--- config.mk ---
export PLATFORM = sky130hd
export DESIGN_NAME = cubic_bspline_point_generator
export DESIGN_NICKNAME = d
export VERILOG_FILES = /design/src/hw/rtl/cbs_pkg.sv /design/src/hw/rtl/cbs_queue.sv /design/src/hw/rtl/cbs_front.sv /design/src/hw/rtl/cbs_div.sv /design/src/hw/rtl/cbs_back.sv /design/src/hw/rtl/cubic_bspline_point_generator.sv
export SDC_FILE = /design/constraint.sdc
export NUM_CORES = 2
export LEC_CHECK = 0
export ABC_AREA = 1
export BUFFER_PORTS_ARGS = -buffer_cell sky130_fd_sc_hd__buf_2
export CELL_PAD_IN_SITES_DETAIL_PLACEMENT = 1
export CELL_PAD_IN_SITES_GLOBAL_PLACEMENT = 1
export CORE_MARGIN = 1.5
export CORE_UTILIZATION = 45
export CTS_CLUSTER_DIAMETER = 80
export DETAILED_ROUTE_END_ITERATION = 12
export MAX_ROUTING_LAYER = met4
export PLACE_DENSITY_LB_ADDON = 0.1
export SYNTH_ARGS = -nofsm -noshare
export SYNTH_HDL_FRONTEND = slang
export SYNTH_SLANG_ARGS = --single-unit
--- constraint.sdc ---
create_clock -name clk -period 24.8 [get_ports clk]
set_input_delay 7.44 -clock clk [delete_from_list [all_inputs] [get_ports clk]]
set_output_delay 7.44 -clock clk [all_outputs]
set_load 0.005 [all_outputs]
--- src/hw/rtl/cbs_pkg.sv ---
// ----------------------------------------------------------------------------
// cbs_pkg
// Types and constants shared by the B-spline point generator modules.
// ----------------------------------------------------------------------------
package cbs_pkg;

	localparam int COORD_W     = 16;
	localparam int PPS_W       = 4;
	localparam int U_W         = 17;
	localparam int FRAC_W      = 16;
	localparam int WGT_W       = 21;
	localparam int ACC_W       = 40;
	localparam int BLEND_SHIFT = 17;
	localparam int DIV_NUM_W   = 32;
	localparam int DIV_DEN_W   = 16;
	localparam int RCP_IN_W    = 18;
	localparam int RCP_W       = 20;
	localparam int RCP3_SHIFT  = 21;

	localparam logic [RCP_W-1:0]     RCP3      = 20'd699051;
	localparam logic [PPS_W-1:0]     PPS_RESET = 4'd3;

	typedef logic signed [COORD_W-1:0] coord_t;

	typedef struct packed {
		logic                     is_move;
		logic                     clamped;
		logic [PPS_W-1:0]         pps;
		logic [COORD_W-1:0]       span;
		logic [3:0][COORD_W-1:0]  px;
		logic [3:0][COORD_W-1:0]  py;
	} job_t;

	typedef enum logic [3:0] {
		B_IDLE,
		B_UGO,
		B_UWAIT,
		B_POW2,
		B_POW3,
		B_WGT,
		B_MAC,
		B_XGO,
		B_YGO,
		B_OUT
	} bstate_t;

	function automatic coord_t sat_coord(input logic neg, input logic [DIV_NUM_W-1:0] q);
		coord_t r;
		if (neg) begin
			if (q > DIV_NUM_W'(32768)) r = coord_t'(16'h8000);
			else r = coord_t'(-q[COORD_W-1:0]);
		end else begin
			if (q > DIV_NUM_W'(32767)) r = coord_t'(16'h7fff);
			else r = coord_t'(q[COORD_W-1:0]);
		end
		return r;
	endfunction

endpackage

--- src/hw/rtl/cbs_queue.sv ---
// ----------------------------------------------------------------------------
// cbs_queue
// Two-entry job queue between the front and the back part.
// ----------------------------------------------------------------------------
module cbs_queue (
	input  logic           clk,
	input  logic           arst_n,
	input  logic           push,
	input  cbs_pkg::job_t  din,
	output logic           full,
	input  logic           pop,
	output logic           empty,
	output cbs_pkg::job_t  dout
);

	localparam int DEPTH = 2;
	localparam int PW    = $clog2(DEPTH);

	cbs_pkg::job_t     mem_q [DEPTH];
	logic [PW-1:0]     wr_q;
	logic [PW-1:0]     rd_q;
	logic [PW:0]       cnt_q;

	assign full  = (cnt_q == (PW+1)'(DEPTH));
	assign empty = (cnt_q == '0);
	assign dout  = mem_q[rd_q];

	always_ff @(posedge clk) begin
		if (push) mem_q[wr_q] <= din;
	end

	always_ff @(posedge clk or negedge arst_n) begin
		if (!arst_n) begin
			wr_q  <= '0;
			rd_q  <= '0;
			cnt_q <= '0;
		end else begin
			if (push) wr_q <= wr_q + PW'(1);
			if (pop) rd_q <= rd_q + PW'(1);
			if (push && !pop) cnt_q <= cnt_q + (PW+1)'(1);
			else if (pop && !push) cnt_q <= cnt_q - (PW+1)'(1);
		end
	end

endmodule

--- src/hw/rtl/cbs_front.sv ---
// ----------------------------------------------------------------------------
// cbs_front
// Accepts control points, keeps the window and queues move-to and segment jobs.
// ----------------------------------------------------------------------------
module cbs_front #(
	parameter int MAX_STEPS = 64
) (
	input  logic                        clk,
	input  logic                        arst_n,
	input  logic                        in_valid,
	output logic                        in_ready,
	input  logic signed [15:0]          point_x,
	input  logic signed [15:0]          point_y,
	input  logic                        first_point,
	input  logic [cbs_pkg::PPS_W-1:0]   pps,
	input  logic                        q_full,
	output logic                        push,
	output cbs_pkg::job_t               job
);

	localparam int LIM_W = 21;

	cbs_pkg::coord_t    wx_q [3];
	cbs_pkg::coord_t    wy_q [3];
	logic [1:0]         seen_q;
	logic [1:0]         seen;
	logic               acc;
	logic signed [16:0] dx, dy;
	logic [15:0]        ax, ay, span;
	logic [LIM_W-1:0]   lim;
	logic               clamped, has_pts;

	assign in_ready = !q_full;
	assign acc      = in_valid && in_ready;
	assign seen     = first_point ? 2'd0 : seen_q;

	always_comb begin
		dx = {wx_q[1][15], wx_q[1]} - {wx_q[2][15], wx_q[2]};
		dy = {wy_q[1][15], wy_q[1]} - {wy_q[2][15], wy_q[2]};
		ax = dx[16] ? 16'(-dx) : dx[15:0];
		ay = dy[16] ? 16'(-dy) : dy[15:0];
		span = (ax > ay) ? ax : ay;
		lim = LIM_W'(MAX_STEPS + 1) * LIM_W'(pps);
		clamped = (pps == '0) || (LIM_W'(span) >= lim);
		has_pts = (span != '0) && (clamped || (span >= 16'(pps)));
		push = acc && ((seen == 2'd2) || ((seen == 2'd3) && has_pts));
		job.is_move = (seen == 2'd2);
		job.clamped = clamped;
		job.pps     = pps;
		job.span    = span;
		job.px      = {point_x, wx_q[2], wx_q[1], wx_q[0]};
		job.py      = {point_y, wy_q[2], wy_q[1], wy_q[0]};
	end

	always_ff @(posedge clk or negedge arst_n) begin
		if (!arst_n) begin
			for (int i = 0; i < 3; i++) begin
				wx_q[i] <= '0;
				wy_q[i] <= '0;
			end
			seen_q <= '0;
		end else if (acc) begin
			wx_q[0] <= wx_q[1];
			wx_q[1] <= wx_q[2];
			wx_q[2] <= point_x;
			wy_q[0] <= wy_q[1];
			wy_q[1] <= wy_q[2];
			wy_q[2] <= point_y;
			seen_q  <= (seen == 2'd3) ? 2'd3 : seen + 2'd1;
		end
	end

endmodule

--- src/hw/rtl/cbs_div.sv ---
// ----------------------------------------------------------------------------
// cbs_div
// Unsigned restoring divider, one quotient bit per cycle.
// ----------------------------------------------------------------------------
module cbs_div (
	input  logic                            clk,
	input  logic                            arst_n,
	input  logic                            start,
	input  logic [cbs_pkg::DIV_NUM_W-1:0]   num,
	input  logic [cbs_pkg::DIV_DEN_W-1:0]   den,
	output logic                            done,
	output logic [cbs_pkg::DIV_NUM_W-1:0]   quo
);

	localparam int NW = cbs_pkg::DIV_NUM_W;
	localparam int DW = cbs_pkg::DIV_DEN_W;
	localparam int CW = $clog2(NW);

	logic [NW-1:0] sh_q;
	logic [DW-1:0] rem_q;
	logic [DW-1:0] den_q;
	logic [CW-1:0] cnt_q;
	logic          busy_q;
	logic          done_q;
	logic [DW:0]   trial;
	logic          fit;

	assign trial = {rem_q, sh_q[NW-1]};
	assign fit   = (trial >= {1'b0, den_q});
	assign done  = done_q;
	assign quo   = sh_q;

	always_ff @(posedge clk) begin
		if (start) begin
			sh_q  <= num;
			rem_q <= '0;
			den_q <= den;
		end else if (busy_q) begin
			sh_q  <= {sh_q[NW-2:0], fit};
			rem_q <= fit ? DW'(trial - {1'b0, den_q}) : trial[DW-1:0];
		end
	end

	always_ff @(posedge clk or negedge arst_n) begin
		if (!arst_n) begin
			busy_q <= 1'b0;
			done_q <= 1'b0;
			cnt_q  <= '0;
		end else begin
			done_q <= 1'b0;
			if (start) begin
				busy_q <= 1'b1;
				cnt_q  <= '0;
			end else if (busy_q) begin
				cnt_q <= cnt_q + CW'(1);
				if (cnt_q == CW'(NW - 1)) begin
					busy_q <= 1'b0;
					done_q <= 1'b1;
				end
			end
		end
	end

endmodule

--- src/hw/rtl/cbs_back.sv ---
// ----------------------------------------------------------------------------
// cbs_back
// Runs queued jobs: parameter step, basis weights, blend and output register.
// ----------------------------------------------------------------------------
module cbs_back #(
	parameter int MAX_STEPS = 64
) (
	input  logic                  clk,
	input  logic                  arst_n,
	input  logic                  q_empty,
	input  cbs_pkg::job_t         job,
	output logic                  pop,
	output logic                  out_valid,
	input  logic                  out_ready,
	output logic signed [15:0]    out_x,
	output logic signed [15:0]    out_y,
	output logic                  pen_down,
	output logic                  last_of_run
);

	localparam int KW  = $clog2(MAX_STEPS + 1);
	localparam int UW  = cbs_pkg::U_W;
	localparam int WW  = cbs_pkg::WGT_W;
	localparam int AW  = cbs_pkg::ACC_W;
	localparam int NW  = cbs_pkg::DIV_NUM_W;
	localparam int DW  = cbs_pkg::DIV_DEN_W;
	localparam int FW  = cbs_pkg::FRAC_W;
	localparam int RW  = cbs_pkg::RCP_IN_W;
	localparam int RPW = cbs_pkg::RCP_IN_W + cbs_pkg::RCP_W;

	cbs_pkg::bstate_t         st_q, st_nx;
	cbs_pkg::job_t            job_q;
	logic [KW-1:0]            k_q;
	logic [UW-1:0]            kp_q;
	logic [UW-1:0]            u_q, u2_q, u3_q;
	logic signed [WW-1:0]     b_q [4];
	logic [2:0]               mi_q;
	logic signed [AW-1:0]     accx_q, accy_q;
	cbs_pkg::coord_t          qx_q, qy_q;
	logic                     ov_q, ol_q, op_q;
	cbs_pkg::coord_t          ox_q, oy_q;

	logic                     div_start, div_done;
	logic [NW-1:0]            div_num, div_quo;
	logic [DW-1:0]            div_den;
	logic [2*UW-1:0]          mul_u;
	logic signed [WW-1:0]     ue, u2e, u3e;
	logic signed [WW-1:0]     wsel;
	cbs_pkg::coord_t          psel;
	logic signed [AW-1:0]     prod, acc_sel, mag;
	logic [RW-1:0]            rin;
	logic [RPW-1:0]           rprod;
	logic [NW-1:0]            q3;
	logic                     last, out_free, load;

	assign out_free = !ov_q || out_ready;

	always_comb begin
		mul_u = (st_q == cbs_pkg::B_POW2) ? u_q * u_q : u2_q * u_q;
		ue  = WW'(u_q);
		u2e = WW'(u2_q);
		u3e = WW'(u3_q);
		wsel = b_q[mi_q[1:0]];
		psel = mi_q[2] ? cbs_pkg::coord_t'(job_q.py[mi_q[1:0]])
			: cbs_pkg::coord_t'(job_q.px[mi_q[1:0]]);
		prod = AW'(wsel) * AW'(psel);
		acc_sel = (st_q == cbs_pkg::B_YGO) ? accy_q : accx_q;
		mag = acc_sel[AW-1] ? -acc_sel : acc_sel;
		rin = job_q.is_move ? RW'(mag >> 1) : RW'(mag >> cbs_pkg::BLEND_SHIFT);
		rprod = RPW'(rin) * RPW'(cbs_pkg::RCP3);
		q3 = NW'(rprod >> cbs_pkg::RCP3_SHIFT);
		if (job_q.is_move) last = 1'b1;
		else if (job_q.clamped) last = (k_q == KW'(MAX_STEPS));
		else last = ((kp_q + UW'(job_q.pps)) > UW'(job_q.span));
	end

	always_comb begin
		st_nx = st_q;
		unique case (st_q)
			cbs_pkg::B_IDLE:  if (!q_empty) st_nx = job.is_move ? cbs_pkg::B_XGO : cbs_pkg::B_UGO;
			cbs_pkg::B_UGO:   st_nx = cbs_pkg::B_UWAIT;
			cbs_pkg::B_UWAIT: if (div_done) st_nx = cbs_pkg::B_POW2;
			cbs_pkg::B_POW2:  st_nx = cbs_pkg::B_POW3;
			cbs_pkg::B_POW3:  st_nx = cbs_pkg::B_WGT;
			cbs_pkg::B_WGT:   st_nx = cbs_pkg::B_MAC;
			cbs_pkg::B_MAC:   if (mi_q == 3'd7) st_nx = cbs_pkg::B_XGO;
			cbs_pkg::B_XGO:   st_nx = cbs_pkg::B_YGO;
			cbs_pkg::B_YGO:   st_nx = cbs_pkg::B_OUT;
			cbs_pkg::B_OUT:   if (out_free) st_nx = last ? cbs_pkg::B_IDLE : cbs_pkg::B_UGO;
			default:          st_nx = cbs_pkg::B_IDLE;
		endcase
	end

	always_comb begin
		pop       = 1'b0;
		div_start = 1'b0;
		div_num   = '0;
		div_den   = DW'(1);
		load      = 1'b0;
		unique case (st_q)
			cbs_pkg::B_IDLE: pop = !q_empty;
			cbs_pkg::B_UGO: begin
				div_start = 1'b1;
				if (job_q.clamped) begin
					div_num = NW'({FW'(k_q), FW'(0)});
					div_den = DW'(MAX_STEPS);
				end else begin
					div_num = {kp_q[FW-1:0], FW'(0)};
					div_den = job_q.span;
				end
			end
			cbs_pkg::B_OUT: load = out_free;
			default: ;
		endcase
	end

	cbs_div u_div (
		.clk    (clk),
		.arst_n (arst_n),
		.start  (div_start),
		.num    (div_num),
		.den    (div_den),
		.done   (div_done),
		.quo    (div_quo)
	);

	always_ff @(posedge clk) begin
		case (st_q)
			cbs_pkg::B_IDLE: begin
				job_q <= job;
				k_q   <= KW'(1);
				kp_q  <= UW'(job.pps);
				accx_q <= AW'(cbs_pkg::coord_t'(job.px[1]))
					+ (AW'(cbs_pkg::coord_t'(job.px[2])) <<< 2)
					+ AW'(cbs_pkg::coord_t'(job.px[3]));
				accy_q <= AW'(cbs_pkg::coord_t'(job.py[1]))
					+ (AW'(cbs_pkg::coord_t'(job.py[2])) <<< 2)
					+ AW'(cbs_pkg::coord_t'(job.py[3]));
			end
			cbs_pkg::B_UWAIT: if (div_done) u_q <= div_quo[UW-1:0];
			cbs_pkg::B_POW2: u2_q <= mul_u[FW+UW-1:FW];
			cbs_pkg::B_POW3: u3_q <= mul_u[FW+UW-1:FW];
			cbs_pkg::B_WGT: begin
				b_q[0] <= WW'(65536) - WW'(3) * ue + WW'(3) * u2e - u3e;
				b_q[1] <= WW'(3) * u3e - WW'(6) * u2e + WW'(262144);
				b_q[2] <= WW'(3) * u2e - WW'(3) * u3e + WW'(3) * ue + WW'(65536);
				b_q[3] <= u3e;
				accx_q <= '0;
				accy_q <= '0;
				mi_q   <= '0;
			end
			cbs_pkg::B_MAC: begin
				mi_q <= mi_q + 3'd1;
				if (mi_q[2]) accy_q <= accy_q + prod;
				else accx_q <= accx_q + prod;
			end
			cbs_pkg::B_XGO: qx_q <= cbs_pkg::sat_coord(accx_q[AW-1], q3);
			cbs_pkg::B_YGO: qy_q <= cbs_pkg::sat_coord(accy_q[AW-1], q3);
			cbs_pkg::B_OUT: if (load && !last) begin
				k_q  <= k_q + KW'(1);
				kp_q <= kp_q + UW'(job_q.pps);
			end
			default: ;
		endcase
		if (load) begin
			ox_q <= qx_q;
			oy_q <= qy_q;
			ol_q <= last;
			op_q <= !job_q.is_move;
		end
	end

	always_ff @(posedge clk or negedge arst_n) begin
		if (!arst_n) begin
			st_q <= cbs_pkg::B_IDLE;
			ov_q <= 1'b0;
		end else begin
			st_q <= st_nx;
			if (load) ov_q <= 1'b1;
			else if (out_ready) ov_q <= 1'b0;
		end
	end

	assign out_valid   = ov_q;
	assign out_x       = ox_q;
	assign out_y       = oy_q;
	assign pen_down    = op_q;
	assign last_of_run = ol_q;

endmodule

--- src/hw/rtl/cubic_bspline_point_generator.sv ---
// ----------------------------------------------------------------------------
// cubic_bspline_point_generator
// Uniform cubic B-spline rasterizer fed one control point per item.
//
//   channel  signals                                    direction
//   input    in_valid/in_ready, point_x, point_y, first_point   in
//   output   out_valid/out_ready, out_x, out_y, pen_down, last_of_run  out
//   config   cfg_we, cfg_wdata (pixels_per_step)        in
//
// An input item is taken while the two-entry job queue has room.
// A move-to point skips the divide for u and the weight steps; each line-to point runs
// the 32-bit serial divide for u, then powers, weights and a serial blend.
// A window yields up to MAX_STEPS points.
// Reset clears the window, the point count and the step register to 3.
// A stalled output holds its item; the front keeps taking items until the queue fills.
// ----------------------------------------------------------------------------
module cubic_bspline_point_generator #(
	parameter int MAX_STEPS = 64
) (
	input  logic               clk,
	input  logic               arst_n,
	input  logic               in_valid,
	output logic               in_ready,
	input  logic signed [15:0] point_x,
	input  logic signed [15:0] point_y,
	input  logic               first_point,
	input  logic               cfg_we,
	input  logic [3:0]         cfg_wdata,
	output logic               out_valid,
	input  logic               out_ready,
	output logic signed [15:0] out_x,
	output logic signed [15:0] out_y,
	output logic               pen_down,
	output logic               last_of_run
);

	logic [cbs_pkg::PPS_W-1:0] pps_q;
	logic                      push, pop, q_full, q_empty;
	cbs_pkg::job_t             fjob, bjob;

	always_ff @(posedge clk or negedge arst_n) begin
		if (!arst_n) pps_q <= cbs_pkg::PPS_RESET;
		else if (cfg_we) pps_q <= cfg_wdata;
	end

	cbs_front #(.MAX_STEPS(MAX_STEPS)) u_front (
		.clk         (clk),
		.arst_n      (arst_n),
		.in_valid    (in_valid),
		.in_ready    (in_ready),
		.point_x     (point_x),
		.point_y     (point_y),
		.first_point (first_point),
		.pps         (pps_q),
		.q_full      (q_full),
		.push        (push),
		.job         (fjob)
	);

	cbs_queue u_queue (
		.clk    (clk),
		.arst_n (arst_n),
		.push   (push),
		.din    (fjob),
		.full   (q_full),
		.pop    (pop),
		.empty  (q_empty),
		.dout   (bjob)
	);

	cbs_back #(.MAX_STEPS(MAX_STEPS)) u_back (
		.clk         (clk),
		.arst_n      (arst_n),
		.q_empty     (q_empty),
		.job         (bjob),
		.pop         (pop),
		.out_valid   (out_valid),
		.out_ready   (out_ready),
		.out_x       (out_x),
		.out_y       (out_y),
		.pen_down    (pen_down),
		.last_of_run (last_of_run)
	);

endmodule

==> results.md <==
* Root Buffer Master: clkbuf_16
* Async SR Flop Fraction at 12.6%
* RSZ-0062 raised after global routing: false
* CTS tree: yes
* Clock net sink count at 936
* Synth cell count leaders: 2,412 x nand2_1, 1,943 x inv_1, 922 x fa_1
* Synthesized netlist net count at 11,900
* Vias/cell at 5.34
* Multi-input logic area at 52,900 µm²
* Post-CTS sizing at 0
* Layout Nets at 11,900
* Ys flop type: edfxtp_1
* DR WL/cell at 21.3 µm
* # rows at 162
* Clk Latency, worst-skew pair at 0.76 ns
* Clock skew at 0.0525 ns
* Run status: complete, no violations
* Multiplexer share of the synthesized area at 0.0564%
* Worst Setup Start Kind: flip-flop
* DRC Markers at 0
* Worst-Margin Slew at 1.27 ns
* Vias in the first global route at 74,000
* Post-CTS Setup Inserts at 0
* Max-slew violation count at 0
* Post-synthesis sequential area ratio at 30.8%
* First-pass GRT wire length at 430,000 µm
* Xor-xnor portion of the synthesized cell area at 2.54%
* Mapped Cells at 10,100
* Final GP Congestion at 0.931
* Remaining global-route overflow at 0
* Die ar. at 200,000 µm²
* MaxCap Viol Count at 0
* Number of flops mapped to enable cells by yosys at 800
* Dominant cells by area after synthesis: edfxtp_1 27%, fa_1 21%, ha_1 11%
* Main combinational cell family by area after synthesis: adder cells
* Share of cells above drive strength 1 at 4.75%
* # setup viols final at 0
* Most common cell in the synthesized netlist: nand2_1
* CP max FO at 67
* # IOs at 78
* Period Utilization, post-route at 44.2%
* Core area at 195,000 µm²
* Layout area overhead at 8.27%
* Post-synthesis adder-cell area fraction at 32.3%
* Filler cell count at 23,000
* CTS max path bufs at 3
* Die Span X at 447 µm
* CP max-delay cell: clkinv_1
* Final Util at 49.1%
* GRT Util Overall at 28.7%
* Fin. Hold Viols at 0
* Slew headroom at 15.5%
* Reg area at 27,300 µm²
* Initial antenna violation count at 10
* Detailed Place HPWL at 220,000 µm
* Initial Util at 45.4%
* WL final at 274,000 µm
* Post-route minimum period at 10.97 ns
* Critical path type: flip-flop to flip-flop
* H-tree depth at 3
* Clock-pin slew on the worst setup and hold paths at 0.06 ns
* Inserted Clock Buffers at 111
* Worst setup EP type: flip-flop
* Yosys reg bits at 936
* Highest clock rate at 91.1 MHz
* Slowest cell delay on critical path at 0.76 ns
* Synth cell types at 69
* Largest net degree at the start of global routing at 144
* CP Data Arrival Time at 11.46 ns
* Die Span Y at 447 µm
* Via count of the routed design at 68,800
* Setup TNS Final at 0 ns
* Top cell type's share of synthesized area at 27.1%
* Synthesized area per cell at 8.76 µm²
* Worst Hold Class: flip-flop to flip-flop
* ANT nets after route at 0
* Post-synthesis compound-gate area fraction at 8.60%
* Synth area leader: edfxtp_1
* Synth warnings at 0
* Synth Cell Area at 88,700 µm²
* Drt first pass iters at 5
* DR iter-0 viols at 4,442
* Hold Buf Count CTS at 0
* Worst Path Required at 25.29 ns
* IO Port Bufs at 77
* Post-Synth Simple-Gate Area at 16.1%
-- per-layer routing --
layer / share of wire (%) / track usage (%) / vias up
met3: 4.3 / 3.15 / 321
met5: 0 / - / -
li1: - / - / 32200
met2: 48 / 46.4 / 1306
met1: 46 / 38.8 / 35000
met4: 2.3 / 6.40 / 0
-- critical path, delay by kind of cell (launching register included) --
kind	cells	cell delay, ns
XOR/XNOR	1	0.24
buffers and inverters	10	2.33
flip-flops	1	0.32
adder cells (fa/ha/maj)	8	3.73
AND/OR/NAND/NOR	12	2.36
AO/OA/AOI/OAI	8	1.66
-- cells by family after synthesis --
group                    after synthesis
AND/OR/NAND/NOR                     3561
AO/OA/AOI/OAI                       1370
buffers and inverters               2254
XOR/XNOR                             257
flip-flops                           936
adder cells (fa/ha/maj)             1735
multiplexers                           5
-- final cells by class --
type / count / share of cell area [%]
multi-input combinational: 6928 / 55.1
sequential: 936 / 28.5
inverter: 1980 / 7.75
tap: 2624 / 3.42
clock buffer: 151 / 3.15
timing repair buffer: 183 / 1.25
clock inverter: 59 / 0.796
antenna: 5 / 0.0130
-- metrics by stage --
stage,cells,cell area [µm²],hold WS (ns),worst slack [ns]
floorplan,10100,88700,0.400,10.09
global placement,12700,92200,0.403,14.25
detailed placement,12700,92200,0.406,14.01
CTS,12900,96000,0.420,13.96
global route,12900,96000,0.431,13.01
finish,12900,96000,0.422,13.83
-- cell usage in the layout (no fill, tap or decap), types with 14 or more instances in the layout --
cell,netlist,routed
o21ai_1,52,52
or2_2,51,51
o21a_1,21,21
buf_2,12,76
nand3_1,262,262
edfxtp_1,800,800
dfrtp_1,116,115
inv_1,1943,1941
nor4_1,14,14
a31oi_1,48,48
clkbuf_1,249,30
a21oi_1,564,564
o221ai_1,37,37
nand2_1,2412,2410
nor3_1,49,49
fa_1,922,922
o21bai_1,27,27
xor2_1,175,175
xnor2_1,82,82
o22ai_1,14,14
ha_1,813,813
nand4_1,56,56
inv_2,18,19
clkinv_2,0,15
clkbuf_16,0,111
a21o_1,28,28
o211ai_1,14,14
nor2_1,666,658
a32oi_1,21,21
o21ai_0,470,467
dfxtp_1,18,18
buf_4,2,105
clkinv_1,19,22
-- registers in the layout, summed over array words and instances (netlist names), 7 cells and up, named ones only --
register            cells
u_back.out_x           16
u_back.out_y           16
u_back.u_div.quo       32
u_back.kp_q            17
u_back.u_div.den_q     16
u_back.accx_q          40
u_back.u3_q            17
u_back.b_q             78
u_back.u_div.rem_q     16
u_back.accy_q          40
u_back.u_q             17
u_queue.mem_q         300
u_back.qx_q            16
u_front.job            96
u_back.qy_q            16
u_back.k_q              7
u_back.job_q          150
u_back.u2_q            17
-- path summary, 6_finish.rpt --
| kind | start | endpoint | slack (ns) | depth (start not counted) |
|---|---|---|---|---|
| min in group asynchronous | arst_n | u_front.job[106] | 6.67 | 1 |
| max in group asynchronous | arst_n | u_queue.rd_q | 16.62 | 2 |
| hold / removal | u_back.qx_q[3] | u_back.out_x[3] | 0.42 | 0 |
| hold reg to reg | u_back.qx_q[3] | u_back.out_x[3] | 0.42 | 0 |
| setup / recovery | u_back.mi_q[0] | u_back.accx_q[38] | 13.83 | 39 |
| setup reg to reg | u_back.mi_q[0] | u_back.accx_q[38] | 13.83 | 39 |
Power is not shown: default switching activity piles up to over one toggle a cycle in this logic, so the estimate is an artifact.
